<file path="config.mk">
export PLATFORM = sky130hd
export DESIGN_NAME = infix_add_sub_evaluator_core
export DESIGN_NICKNAME = d
export VERILOG_FILES = /design/src/rtl/core/ias_pkg.sv /design/src/rtl/core/ias_ctrl.sv /design/src/rtl/core/ias_stack_dp.sv /design/src/rtl/core/ias_out.sv /design/src/rtl/core/infix_add_sub_evaluator_core.sv
export VERILOG_INCLUDE_DIRS = /design/src /design/src/rtl/core
export SDC_FILE = /design/constraint.sdc
export NUM_CORES = 2
export LEC_CHECK = 0
export BUFFER_PORTS_ARGS = -buffer_cell sky130_fd_sc_hd__buf_2
export CAP_MARGIN = 25
export CORE_MARGIN = 3
export CORE_UTILIZATION = 50
export DETAILED_ROUTE_END_ITERATION = 7
export GPL_TIMING_DRIVEN = 1
export PLACE_DENSITY = 0.67
export SLEW_MARGIN = 25
export SYNTH_ARGS = -nofsm -noshare
export SYNTH_HDL_FRONTEND = slang
export SYNTH_SLANG_ARGS = --single-unit
</file>
<file path="constraint.sdc">
create_clock -name clk -period 14.3 [get_ports clk]
set_input_delay 2.86 -clock clk [delete_from_list [all_inputs] [get_ports clk]]
set_output_delay 2.86 -clock clk [all_outputs]
set_load 0.005 [all_outputs]
</file>
<file path="src/rtl/core/infix_add_sub_evaluator_core_defines.svh">
// assertion macros for the infix add/sub evaluator core
`ifndef INFIX_ADD_SUB_EVALUATOR_CORE_DEFINES_SVH
`define INFIX_ADD_SUB_EVALUATOR_CORE_DEFINES_SVH

// implication checked on every clock edge outside reset
`define IAS_ASSERT_IMP(name, ante, cons, msg) \
	name: assert property (@(posedge clk) disable iff (!arst_n) (ante) |-> (cons)) \
		else $error(msg);

// condition that must never be seen outside reset
`define IAS_ASSERT_NEVER(name, cond, msg) \
	name: assert property (@(posedge clk) disable iff (!arst_n) !(cond)) \
		else $error(msg);

`endif

</file>
<file path="src/rtl/core/ias_pkg.sv">
// shared constants, codes and stage structs of the infix add/sub evaluator
package ias_pkg;

	localparam int NEST_DEPTH  = 64;
	localparam int VALUE_WIDTH = 32;
	localparam int LVL_W       = $clog2(NEST_DEPTH + 1);
	localparam int ADDR_W      = (NEST_DEPTH > 1) ? $clog2(NEST_DEPTH) : 1;

	localparam int CHAR_W   = 8;
	localparam int STATUS_W = 3;
	localparam int RESULT_W = 32;
	localparam int OUT_DATA_W = ((RESULT_W + STATUS_W + 7) / 8) * 8;

	// character codes
	localparam logic [CHAR_W-1:0] CH_PLUS  = 8'h2B;
	localparam logic [CHAR_W-1:0] CH_MINUS = 8'h2D;
	localparam logic [CHAR_W-1:0] CH_OPEN  = 8'h28;
	localparam logic [CHAR_W-1:0] CH_CLOSE = 8'h29;
	localparam logic [CHAR_W-1:0] CH_ZERO  = 8'h30;
	localparam logic [CHAR_W-1:0] CH_NINE  = 8'h39;
	localparam logic [CHAR_W-1:0] CH_SPACE = 8'h20;
	localparam logic [CHAR_W-1:0] CH_TAB   = 8'h09;
	localparam logic [CHAR_W-1:0] CH_CR    = 8'h0D;

	// status codes
	localparam logic [STATUS_W-1:0] ST_OK        = 3'd0;
	localparam logic [STATUS_W-1:0] ST_UNMATCHED = 3'd1;
	localparam logic [STATUS_W-1:0] ST_OVERFLOW  = 3'd2;
	localparam logic [STATUS_W-1:0] ST_UNCLOSED  = 3'd3;
	localparam logic [STATUS_W-1:0] ST_INVALID   = 3'd4;

	// operation codes handed from decode to the datapath
	typedef logic [2:0] op_t;
	localparam op_t OP_NOP   = 3'd0;
	localparam op_t OP_DIGIT = 3'd1;
	localparam op_t OP_ADD   = 3'd2;
	localparam op_t OP_SUB   = 3'd3;
	localparam op_t OP_PUSH  = 3'd4;
	localparam op_t OP_POP   = 3'd5;

	typedef logic [VALUE_WIDTH-1:0] val_t;

	typedef struct packed {
		logic                valid;
		op_t                 op;
		logic [3:0]          digit;
		logic                last;
		logic [STATUS_W-1:0] status;
		logic [ADDR_W-1:0]   addr;
	} item_t;

	typedef struct packed {
		logic              en;
		logic [ADDR_W-1:0] addr;
	} rd_req_t;

	typedef struct packed {
		logic                valid;
		val_t                sum;
		val_t                pend;
		logic                neg;
		logic [STATUS_W-1:0] status;
	} fin_t;

endpackage

</file>
<file path="src/rtl/core/ias_ctrl.sv">
// character decode, nesting level and sticky status tracking (stage 1)
module ias_ctrl (
	input  logic                          clk,
	input  logic                          arst_n,
	input  logic                          adv,
	input  logic                          s_fire,
	input  logic [ias_pkg::CHAR_W-1:0]    char_code,
	input  logic                          last,
	output ias_pkg::item_t                item_s1,
	output ias_pkg::rd_req_t              rd_req
);
	import ias_pkg::*;

	logic [LVL_W-1:0]    level_q;
	logic [STATUS_W-1:0] err_q;
	logic [LVL_W-1:0]    level_n;
	logic [LVL_W-1:0]    level_dec;
	logic [STATUS_W-1:0] flag_code;
	logic [STATUS_W-1:0] err_n;
	logic [STATUS_W-1:0] err_fin;
	item_t               item_n;
	logic                is_space;

	assign level_dec = level_q - LVL_W'(1);
	assign is_space  = (char_code == CH_SPACE) ||
		((char_code >= CH_TAB) && (char_code <= CH_CR));

	always_comb begin
		item_n        = '0;
		item_n.valid  = 1'b1;
		item_n.op     = OP_NOP;
		item_n.digit  = 4'(char_code - CH_ZERO);
		item_n.last   = last;
		item_n.addr   = level_q[ADDR_W-1:0];
		level_n       = level_q;
		flag_code     = ST_OK;
		if ((char_code >= CH_ZERO) && (char_code <= CH_NINE)) begin
			item_n.op = OP_DIGIT;
		end else if (char_code == CH_PLUS) begin
			item_n.op = OP_ADD;
		end else if (char_code == CH_MINUS) begin
			item_n.op = OP_SUB;
		end else if (char_code == CH_OPEN) begin
			if (level_q == LVL_W'(NEST_DEPTH)) begin
				flag_code = ST_OVERFLOW;
			end else begin
				item_n.op = OP_PUSH;
				level_n   = level_q + LVL_W'(1);
			end
		end else if (char_code == CH_CLOSE) begin
			if (level_q == '0) begin
				flag_code = ST_UNMATCHED;
			end else begin
				item_n.op   = OP_POP;
				item_n.addr = level_dec[ADDR_W-1:0];
				level_n     = level_dec;
			end
		end else if (!is_space) begin
			flag_code = ST_INVALID;
		end

		err_n   = (err_q == ST_OK) ? flag_code : err_q;
		err_fin = err_n;
		if ((err_n == ST_OK) && (level_n != '0)) begin
			err_fin = ST_UNCLOSED;
		end
		item_n.status = err_fin;
	end

	// pop reads the saved entry as the character is taken
	assign rd_req.en   = s_fire && (item_n.op == OP_POP);
	assign rd_req.addr = item_n.addr;

	always_ff @(posedge clk or negedge arst_n) begin
		if (!arst_n) begin
			level_q <= '0;
			err_q   <= ST_OK;
		end else if (s_fire) begin
			if (last) begin
				level_q <= '0;
				err_q   <= ST_OK;
			end else begin
				level_q <= level_n;
				err_q   <= err_n;
			end
		end
	end

	always_ff @(posedge clk or negedge arst_n) begin
		if (!arst_n) begin
			item_s1 <= '0;
		end else if (adv) begin
			item_s1 <= s_fire ? item_n : '0;
		end
	end

endmodule

</file>
<file path="src/rtl/core/ias_stack_dp.sv">
// saved sum/sign stack memory and running-sum arithmetic (stage 2)
module ias_stack_dp (
	input  logic             clk,
	input  logic             arst_n,
	input  logic             adv,
	input  ias_pkg::item_t   item_s1,
	input  ias_pkg::rd_req_t rd_req,
	output ias_pkg::fin_t    fin_s2
);
	import ias_pkg::*;

	logic [VALUE_WIDTH:0] stack_mem [NEST_DEPTH];
	logic [VALUE_WIDTH:0] rdata_q;
	logic [VALUE_WIDTH:0] fwd_data_q;
	logic                 fwd_q;

	val_t run_q;
	val_t pend_q;
	logic neg_q;

	val_t run_n;
	val_t pend_n;
	logic neg_n;
	val_t mul10;
	val_t fold;
	val_t pop_sum;
	logic [VALUE_WIDTH:0] saved;
	logic wr_en;

	assign wr_en = adv && item_s1.valid && (item_s1.op == OP_PUSH);

	// one write port (push), one read port (pop), read data registered
	always_ff @(posedge clk) begin
		if (wr_en) begin
			stack_mem[item_s1.addr] <= {neg_q, run_q};
		end
		if (rd_req.en) begin
			rdata_q <= stack_mem[rd_req.addr];
		end
	end

	// push directly followed by pop of the same entry
	always_ff @(posedge clk or negedge arst_n) begin
		if (!arst_n) begin
			fwd_q <= 1'b0;
		end else if (rd_req.en) begin
			fwd_q <= wr_en && (item_s1.addr == rd_req.addr);
		end
	end

	always_ff @(posedge clk) begin
		if (rd_req.en) begin
			fwd_data_q <= {neg_q, run_q};
		end
	end

	assign saved   = fwd_q ? fwd_data_q : rdata_q;
	assign mul10   = (pend_q << 3) + (pend_q << 1) + val_t'(item_s1.digit);
	assign fold    = neg_q ? (run_q - pend_q) : (run_q + pend_q);
	assign pop_sum = saved[VALUE_WIDTH] ? (saved[VALUE_WIDTH-1:0] - fold)
		: (saved[VALUE_WIDTH-1:0] + fold);

	always_comb begin
		run_n  = run_q;
		pend_n = pend_q;
		neg_n  = neg_q;
		case (item_s1.op)
			OP_DIGIT: begin
				pend_n = mul10;
			end
			OP_ADD, OP_SUB: begin
				run_n  = fold;
				pend_n = '0;
				neg_n  = (item_s1.op == OP_SUB);
			end
			OP_PUSH: begin
				run_n  = '0;
				pend_n = '0;
				neg_n  = 1'b0;
			end
			OP_POP: begin
				run_n  = pop_sum;
				pend_n = '0;
				neg_n  = 1'b0;
			end
			default: begin
			end
		endcase
	end

	always_ff @(posedge clk or negedge arst_n) begin
		if (!arst_n) begin
			run_q  <= '0;
			pend_q <= '0;
			neg_q  <= 1'b0;
		end else if (adv && item_s1.valid) begin
			if (item_s1.last) begin
				run_q  <= '0;
				pend_q <= '0;
				neg_q  <= 1'b0;
			end else begin
				run_q  <= run_n;
				pend_q <= pend_n;
				neg_q  <= neg_n;
			end
		end
	end

	always_ff @(posedge clk or negedge arst_n) begin
		if (!arst_n) begin
			fin_s2 <= '0;
		end else if (adv) begin
			fin_s2.valid  <= item_s1.valid && item_s1.last;
			fin_s2.sum    <= run_n;
			fin_s2.pend   <= pend_n;
			fin_s2.neg    <= neg_n;
			fin_s2.status <= item_s1.status;
		end
	end

endmodule

</file>
<file path="src/rtl/core/ias_out.sv">
// final fold and output register of the result stream (stage 3)
module ias_out (
	input  logic                              clk,
	input  logic                              arst_n,
	input  ias_pkg::fin_t                     fin_s2,
	input  logic                              m_tready,
	output logic                              m_tvalid,
	output logic [ias_pkg::OUT_DATA_W-1:0]    m_tdata
);
	import ias_pkg::*;

	logic                valid_s3;
	logic [RESULT_W-1:0] value_s3;
	logic [STATUS_W-1:0] status_s3;
	logic                load;
	val_t                res;

	assign load = fin_s2.valid && (!valid_s3 || m_tready);
	assign res  = fin_s2.neg ? (fin_s2.sum - fin_s2.pend) : (fin_s2.sum + fin_s2.pend);

	always_ff @(posedge clk or negedge arst_n) begin
		if (!arst_n) begin
			valid_s3 <= 1'b0;
		end else if (load) begin
			valid_s3 <= 1'b1;
		end else if (m_tready) begin
			valid_s3 <= 1'b0;
		end
	end

	always_ff @(posedge clk) begin
		if (load) begin
			status_s3 <= fin_s2.status;
			value_s3  <= (fin_s2.status != ST_OK) ? '0 : RESULT_W'(signed'(res));
		end
	end

	assign m_tvalid = valid_s3;
	assign m_tdata  = OUT_DATA_W'({status_s3, value_s3});

endmodule

</file>
<file path="src/rtl/core/infix_add_sub_evaluator_core.sv">
// m_tvalid rises once the transaction carrying the last character has passed item_s1, fin_s2 and the output register
// throughput: one character per cycle while s_tready is high; the stack memory read for ')' issues at accept
// and a push just before it is forwarded, so nesting never stalls the stream
// s_tready drops only while one result waits in the output register and another is behind it
// reset clears sum, pending number, sign, nesting level and status; the stack is not cleared
`include "infix_add_sub_evaluator_core_defines.svh"

module infix_add_sub_evaluator_core (
	input  logic                              clk,
	input  logic                              arst_n,
	input  logic                              s_tvalid,
	output logic                              s_tready,
	input  logic [7:0]                        s_tdata,   // [7:0] char_code
	input  logic                              s_tlast,
	output logic                              m_tvalid,
	input  logic                              m_tready,
	output logic [ias_pkg::OUT_DATA_W-1:0]    m_tdata    // [31:0] value, [34:32] status
);
	import ias_pkg::*;

	logic    adv;
	logic    s_fire;
	item_t   item_s1;
	rd_req_t rd_req;
	fin_t    fin_s2;

	// whole pipe moves unless a finished result is blocked behind the output
	assign adv      = !fin_s2.valid || !m_tvalid || m_tready;
	assign s_tready = adv;
	assign s_fire   = s_tvalid && adv;

	ias_ctrl u_ctrl (
		.clk       (clk),
		.arst_n    (arst_n),
		.adv       (adv),
		.s_fire    (s_fire),
		.char_code (s_tdata),
		.last      (s_tlast),
		.item_s1   (item_s1),
		.rd_req    (rd_req)
	);

	ias_stack_dp u_stack_dp (
		.clk     (clk),
		.arst_n  (arst_n),
		.adv     (adv),
		.item_s1 (item_s1),
		.rd_req  (rd_req),
		.fin_s2  (fin_s2)
	);

	ias_out u_out (
		.clk      (clk),
		.arst_n   (arst_n),
		.fin_s2   (fin_s2),
		.m_tready (m_tready),
		.m_tvalid (m_tvalid),
		.m_tdata  (m_tdata)
	);

	`IAS_ASSERT_IMP(a_stall_only_when_full, !s_tready, m_tvalid && !m_tready && fin_s2.valid, "input stalled without a blocked result")
	`IAS_ASSERT_IMP(a_error_zero_value, m_tvalid && (m_tdata[34:32] != ST_OK), m_tdata[31:0] == '0, "error result with nonzero value")
	`IAS_ASSERT_NEVER(a_status_range, m_tvalid && (m_tdata[34:32] > ST_INVALID), "status code out of range")
	`IAS_ASSERT_NEVER(a_pop_without_item, rd_req.en && !s_fire, "stack read without an accepted transaction")

endmodule

</file>
Yosys cells after proc, flatten, opt, wreduce, memory -nomap -nowiden
Memory sizes are Yosys's and may differ from the RTL's. A register that Yosys moved wholly into a read port is not among the register bits.
Index checks and enable logic that the tools add are counted.
{ "word_totals": {"ff_bits": 232, "mem_bits_rw": 2112, "inputBits": 13, "output_inout_bits": 42, "word_cells": 122, "memories": 1} }
{ "mem_list": {"columns": ["memory", "depth", "word_bits", "read_ports", "rd_ports_with_merged_regs", "wr", "line_no", "text"], "rows": [
  ["u_stack_dp.stack_mem", 64, 33, 1, 1, 1, "ias_stack_dp.sv:12", "logic [VALUE_WIDTH:0] stack_mem [NEST_DEPTH];"]
]} }
{ "classes": {"n_addsub": 11, "n_lt_le_gt_ge": 4, "eq_ne": 13, "mux": 47, "reduce_logical": 25} }
{ "op_table": {"columns": ["operator", "n"], "rows": [
  ["$mux 32", 5],
  ["$add 32x32->32", 4],
  ["$pmux 32 s3", 1],
  ["$sub 32x32->32", 3],
  ["$pmux 32 s2", 1],
  ["$mux 7", 8],
  ["$mux 3", 16],
  ["$eq 8x6->1 const B", 5],
  ["$mux 6", 6],
  ["$mux 33", 1],
  ["$add 32x4->32", 1],
  ["$mux 18", 1],
  ["$logic_and 1x1->1", 10],
  ["$eq 3x3->1 const B", 3],
  ["$ge 8x4->1 const B", 1],
  ["$ge 8x6->1 const B", 1],
  ["$le 8x4->1 const B", 1],
  ["$le 8x6->1 const B", 1],
  ["$add 7x1->7 const B", 1],
  ["$eq 7x7->1 const B", 1],
  ["$logic_not 7->1", 1],
  ["$reduce_bool 7->1", 1],
  ["$sub 7x1->7 const B", 1],
  ["$eq 3x2->1 const B", 2],
  ["other kinds (13)", 24]
]} }

Longest topological paths before layout
{ "depth": {"depth_word": 14, "mapped_depth": 34, "ltp_nobuf": 33} }

Cells and area by module
Synthesis repeated with hierarchy kept, for this count alone.
{ "hier_totals": {"hier_cells": 5365, "hier_area_um2": 100956.8} }
{ "by_module_without_submodules": {"columns": ["mod", "instances", "cells_per_inst", "area_each_um2", "seq_area_each_um2"], "rows": [
  ["ias_stack_dp", 1, 4730, 95389.0, 68781.0],
  ["ias_out", 1, 404, 3575.9, 1076.0],
  ["ias_ctrl", 1, 229, 1965.6, 700.7],
  ["infix_add_sub_evaluator_core", 1, 2, 26.3, 0.0]
]} }

Worst setup path before layout
No wires, ideal clock.
{ "synth_timing": {"path_kind": "input port to output port", "startpoint": "input m_tready", "endpoint": "output s_tready", "arrival_time_ns": 3.899, "required_ns": 11.440, "setup_slack_ns": 7.541, "cell_stages": 5, "path_buffers": 2, "cell_sequence": "nand2b_1 nor2_1 clkinv_1 clkbuf_1 clkbuf_1"} }
{ "synth_between": {"elab_chain_cells": 1} }
{ "synth_rtl": {"columns": ["element", "line_no", "text"], "rows": [
  ["start: declaration", "infix_add_sub_evaluator_core.sv:16", "input logic m_tready,"],
  ["$logic_or 1x1->1", "infix_add_sub_evaluator_core.sv:28", "assign adv = !fin_s2.valid || !m_tvalid || m_tready;"],
  ["end: declaration", "infix_add_sub_evaluator_core.sv:12", "output logic s_tready,"]
]} }
Every way passes these cells.

Final worst setup path
{ "layout_timing": {"startpoint": "register u_stack_dp.pend_q[0]", "endpoint": "register, netlist name u_stack_dp.fin_s2[63]"} }
{ "layout_between": {"elab_chain_cells": 5} }
{ "layout_rtl": {"columns": ["element", "line_no", "text"], "rows": [
  ["start: declaration", "ias_stack_dp.sv:18", "val_t pend_q;"],
  ["start signal: assignment", "ias_stack_dp.sv:103", "pend_q <= pend_n;"],
  ["$add 32x32->32 or $sub 32x32->32 (tied branches)", "ias_stack_dp.sv:59", "assign fold = neg_q ? (run_q - pend_q) : (run_q + pend_q);"],
  ["$mux 32 *", "ias_stack_dp.sv:59", null],
  ["$add 32x32->32 or $sub 32x32->32 (tied branches)", "ias_stack_dp.sv:61, ias_stack_dp.sv:60", null],
  ["$mux 32", "ias_stack_dp.sv:60", "assign pop_sum = saved[VALUE_WIDTH] ? (saved[VALUE_WIDTH-1:0] - fold)"],
  ["$pmux 32 s3 *", "ias_stack_dp.sv:67", "case (item_s1.op)"]
]} }
Every way passes the cells marked *; elsewhere a longest branch is shown, timed or not.
A chain may end at the register's enable or synchronous reset.

==> summary.md <==
| Metric | Value |
|---|---|
| Total number of vias | 57420 |
| CTS Buffer Depth | 3 |
| Area of the mapped netlist | 101300 um2 |
| CTS Root Cell | sky130_fd_sc_hd__clkbuf_16 |
| Largest net degree at the start of global routing | 132 |
| Area growth from synthesis to final layout | 11.13% |
| # nets final | 6360 |
| Setup WS post-layout | 6.350 ns |
| Placed Instances | 8608 |
| Main combinational cell family by area after synthesis | multiplexers |
| Number of flops mapped to enable cells by yosys | 2213 |
| Biggest area contributors in the synthesized netlist | sky130_fd_sc_hd__edfxtp_1, sky130_fd_sc_hd__mux4_2, sky130_fd_sc_hd__dfrtp_1 |
| Net switching power | 4216 uW |
| Required arrival time at the worst endpoint | 15.00 ns |
| Post-DR wirelength/cell | 29.32 um |
| Hold EP | u_out.status_s3[2] |
| Number of max-slew violations in the final report | 0 |
| Wire length of the first global-routing pass | 388900 um |
| Commonest cells after routing, fill and taps aside | sky130_fd_sc_hd__edfxtp_1, sky130_fd_sc_hd__nand2_1, sky130_fd_sc_hd__mux4_2 |
| Sum of overflow across all layers after global routing | 0 |
| Share of the synthesized area in the top cell type | 65.60% |
| Compound-cell area share of the yosys netlist | 6.060% |
| Number of nets still failing antenna checks after routing | 0 |
| Post-synthesis mux area share | 12.33% |
| Highest ir drop seen on vdd | 0.1333 mV |
| Clock latency on the worst-skew pair | 0.86 ns |
| Most instantiated flip-flop cell in the synthesis netlist | sky130_fd_sc_hd__edfxtp_1 |
| Pwr/cell area | 144.6 nW/um2 |
| Number of H-tree levels | 4 |
| Flops & latches, synth | 2377 |
| Total negative setup slack | 0 ns |
| Slew @ Worst Pin | 1.078 ns |
| Starting density of the core | 50.48% |
| Leakage | 0.03897 uW |
| RR Startpoint | u_stack_dp.pend_q[0] |
| Hold slack | 0.4769 ns |
| CP Data Arrival Time | 8.65 ns |
| Number of buffers inserted during clock tree synthesis | 231 |
| Detailed placement HPWL | 147100 um |
| Worst Reg-to-Reg Cells | 32 |
| Routed wire length | 265100 um |
| Post-synth cell types | 107 |
| Hold buffer count at cts | 0 |
| Proportion of synthesized flip-flops having asynchronous set or reset | 6.899% |
| GRT Total Usage | 25.33% |
| Seq/Total Area, Yosys | 69.65% |
| Sequential power share | 47.0% |
| Area leader, netlist | sky130_fd_sc_hd__edfxtp_1 |
| Count of maximum capacitance violations | 0 |
| Category of the worst setup path launch point | flip-flop |
| Die height | 456.1 um |
| Post-cts gate resize count | 0 |
| Number of buffers inserted by port buffering | 49 |
| Setup bufs post-CTS | 0 |
| Global placer's final weighted congestion | 0.8566 |
| Proportion of total power due to net switching | 25.90% |
| Worst-case headroom to the max-slew limit | 27.61% |
| Proportion of layout cells with a drive suffix above 1 | 19.67% |
| Total of endpoints with negative setup slack in the final report | 0 |
| Crit path from | u_stack_dp.pend_q[0] |
| Simple-gate share of the synthesized area | 6.248% |
| Most frequent standard cell in the layout excluding fill and tap cells | sky130_fd_sc_hd__edfxtp_1 |
| Flop-to-flop setup slack | 6.35 ns |
| Endpoint class of the critical path | flip-flop |
| Routed vias/inst | 6.350 |
| Vias in the first global route | 57240 |
| Clock sinks | 2377 |
| Setup repair after global routing missed its margin | false |
| X dimension of the die | 456.1 um |
| Number of rows in the core area | 164 |
| Status | complete, no violations |
| Drt drc | 0 |
| Crit Reg-Reg Endpoint | u_stack_dp.fin_s2[63] |
| Hold violation count in the final report | 0 |
| Final standard cell count with taps included and fillers excluded | 9043 |
| Floorplan core area | 200700 um2 |
| Shortest clock period the worst path allows after layout | 7.950 ns |
| Worst-path fanout max | 12 |
| Count of pins on the block boundary | 55 |
| Max stage delay on crit path | 0.56 ns |
| Count of TritonRoute iterations in the first routing pass | 6 |
| Die area | 208100 um2 |
| Class of the most critical setup path | flip-flop to flip-flop |
| Clk network pwr share | 36.4% |
| Launch instance of the worst min-delay path | u_stack_dp.fin_s2[2] |
| Maximum achievable frequency | 0.1258 GHz |
| Portion of the clock cycle consumed by the worst path in the final layout | 55.60% |
| Internal power summed over all cells | 12060 uW |
| Adder-Cell Fraction of Synth Area | 2.038% |
| Avg Synthesized Cell Area | 16.67 um2 |
| Final clock skew | 0.03472 ns |
| Slowest CP cell | sky130_fd_sc_hd__a2111oi_2 |
| Number of antenna violations at the first check in global routing | 11 |
| Post-synthesis instance total | 6076 |
| Dpl ws | 5.472 ns |
| Class of the worst hold path | flip-flop to flip-flop |
| Portion of total power attributed to combinational logic | 16.6% |
| 1st-iter DRT viols | 7439 |
| Synthesized-area fraction occupied by xor and xnor cells | 1.806% |
| Cell count of the worst hold path | 0 |
| Clock-pin slew of the registers on the worst-case setup and hold paths | 0.06 ns |
| Count of warnings emitted by yosys | 0 |
| CTS tree | done |
## worst max path at each step
stage                             end  cells after the start
3_3_place_gp   u_stack_dp.rdata_q[11]                     14
6_report        u_stack_dp.fin_s2[63]                     32
3_5_place_dp   u_stack_dp.rdata_q[11]                     14
2_1_floorplan                s_tready                      5
5_1_grt         u_stack_dp.fin_s2[63]                     31
4_1_cts        u_stack_dp.rdata_q[11]                     14
## kinds of logic (layout without fill, tap and decap cells)
kind of cell    after synthesis  after routing
compound gates              909            909
xor+xnor                    205            205
fa+ha+maj                   162            162
buf+inv                     400            701
flops                      2377           2377
mux                         583            583
other cells                   1             11
simple gates               1439           1439
## per-layer routing
layer  wire length (um)  track usage [%]  up-vias  part of all wire (%)
met1             104900            35.52    30010                    40
met3              24000            4.298      396                   9.1
li1                   -                -    24250                     -
met4               8517            7.702        4                   3.2
met2             127700            41.08     2768                    48
met5                 27                0        -                 0.010
## power groups by stage
| stage | Sequential [uW] | Combinational (uW) | Clock, uW |
|---|---|---|---|
| floorplan | 7830 | 2000 | 0 |
| global placement | 7790 | 2650 | 0 |
| detailed placement | 7790 | 2680 | 0 |
| CTS | 7650 | 2700 | 6010 |
| global route | 7650 | 2950 | 6290 |
| finish | 7650 | 2710 | 5920 |
## cell usage after synthesis (all sizes together) (32+ instances only)
cell    instances
ha            157
o21ai         154
buf           138
nor2          303
mux2           37
a22o           34
nor2b          32
a21oi         209
nand3         118
xnor2         141
dfrtp         164
inv            61
a211oi         98
a311oi         69
nor3           82
nand2         712
o211ai         77
edfxtp       2213
a31oi          61
mux4          528
clkbuf        199
a21o           52
xor2           64
and2           81
## flip-flops by register name, indices dropped and copies added (netlist names)
register	cells
u_out.value_s3	32
u_stack_dp.neg_q	1
u_ctrl.level_q	7
u_stack_dp.stack_mem	2112
u_out.m_tvalid	1
u_ctrl.err_q	3
u_stack_dp.fin_s2	69
u_ctrl.item_s1	18
u_stack_dp.pend_q	32
u_out.status_s3	3
u_stack_dp.rdata_q	33
u_stack_dp.run_q	32
u_stack_dp.fwd_data_q	33
u_stack_dp.fwd_q	1
## critical path: cells and delay by family (launching register included)
| family | cells | cell delay [ns] |
|---|---|---|
| and+or+nand+nor | 12 | 2.44 |
| adders and majority gates | 3 | 1.12 |
| AOI/OAI and AO/OA | 11 | 2.93 |
| DFF | 1 | 0.51 |
| xor gates and xnor gates | 4 | 0.61 |
| buffers and inverters | 2 | 0.19 |
## stage by stage
stage	util (%)	cell area [um2]	total power [uW]
detailed placement	52.42	105200	10480
global placement	52.41	105200	10450
global route	56.09	112600	16880
CTS	56.09	112600	16360
floorplan	-	101300	9831
finish	56.10	112600	16280
## layout make-up
class	instances	area, um2
fillers	15170	88100
flip-flops and latches	2377	70610
multi-input cells	3303	29460
clock buffers	278	6031
well taps	2656	3323
repair buffers	209	1585
clock inverters	151	1326
inverters	63	236.5
diodes	6	15.01
Note: power is estimated with default switching activity, not from simulation.
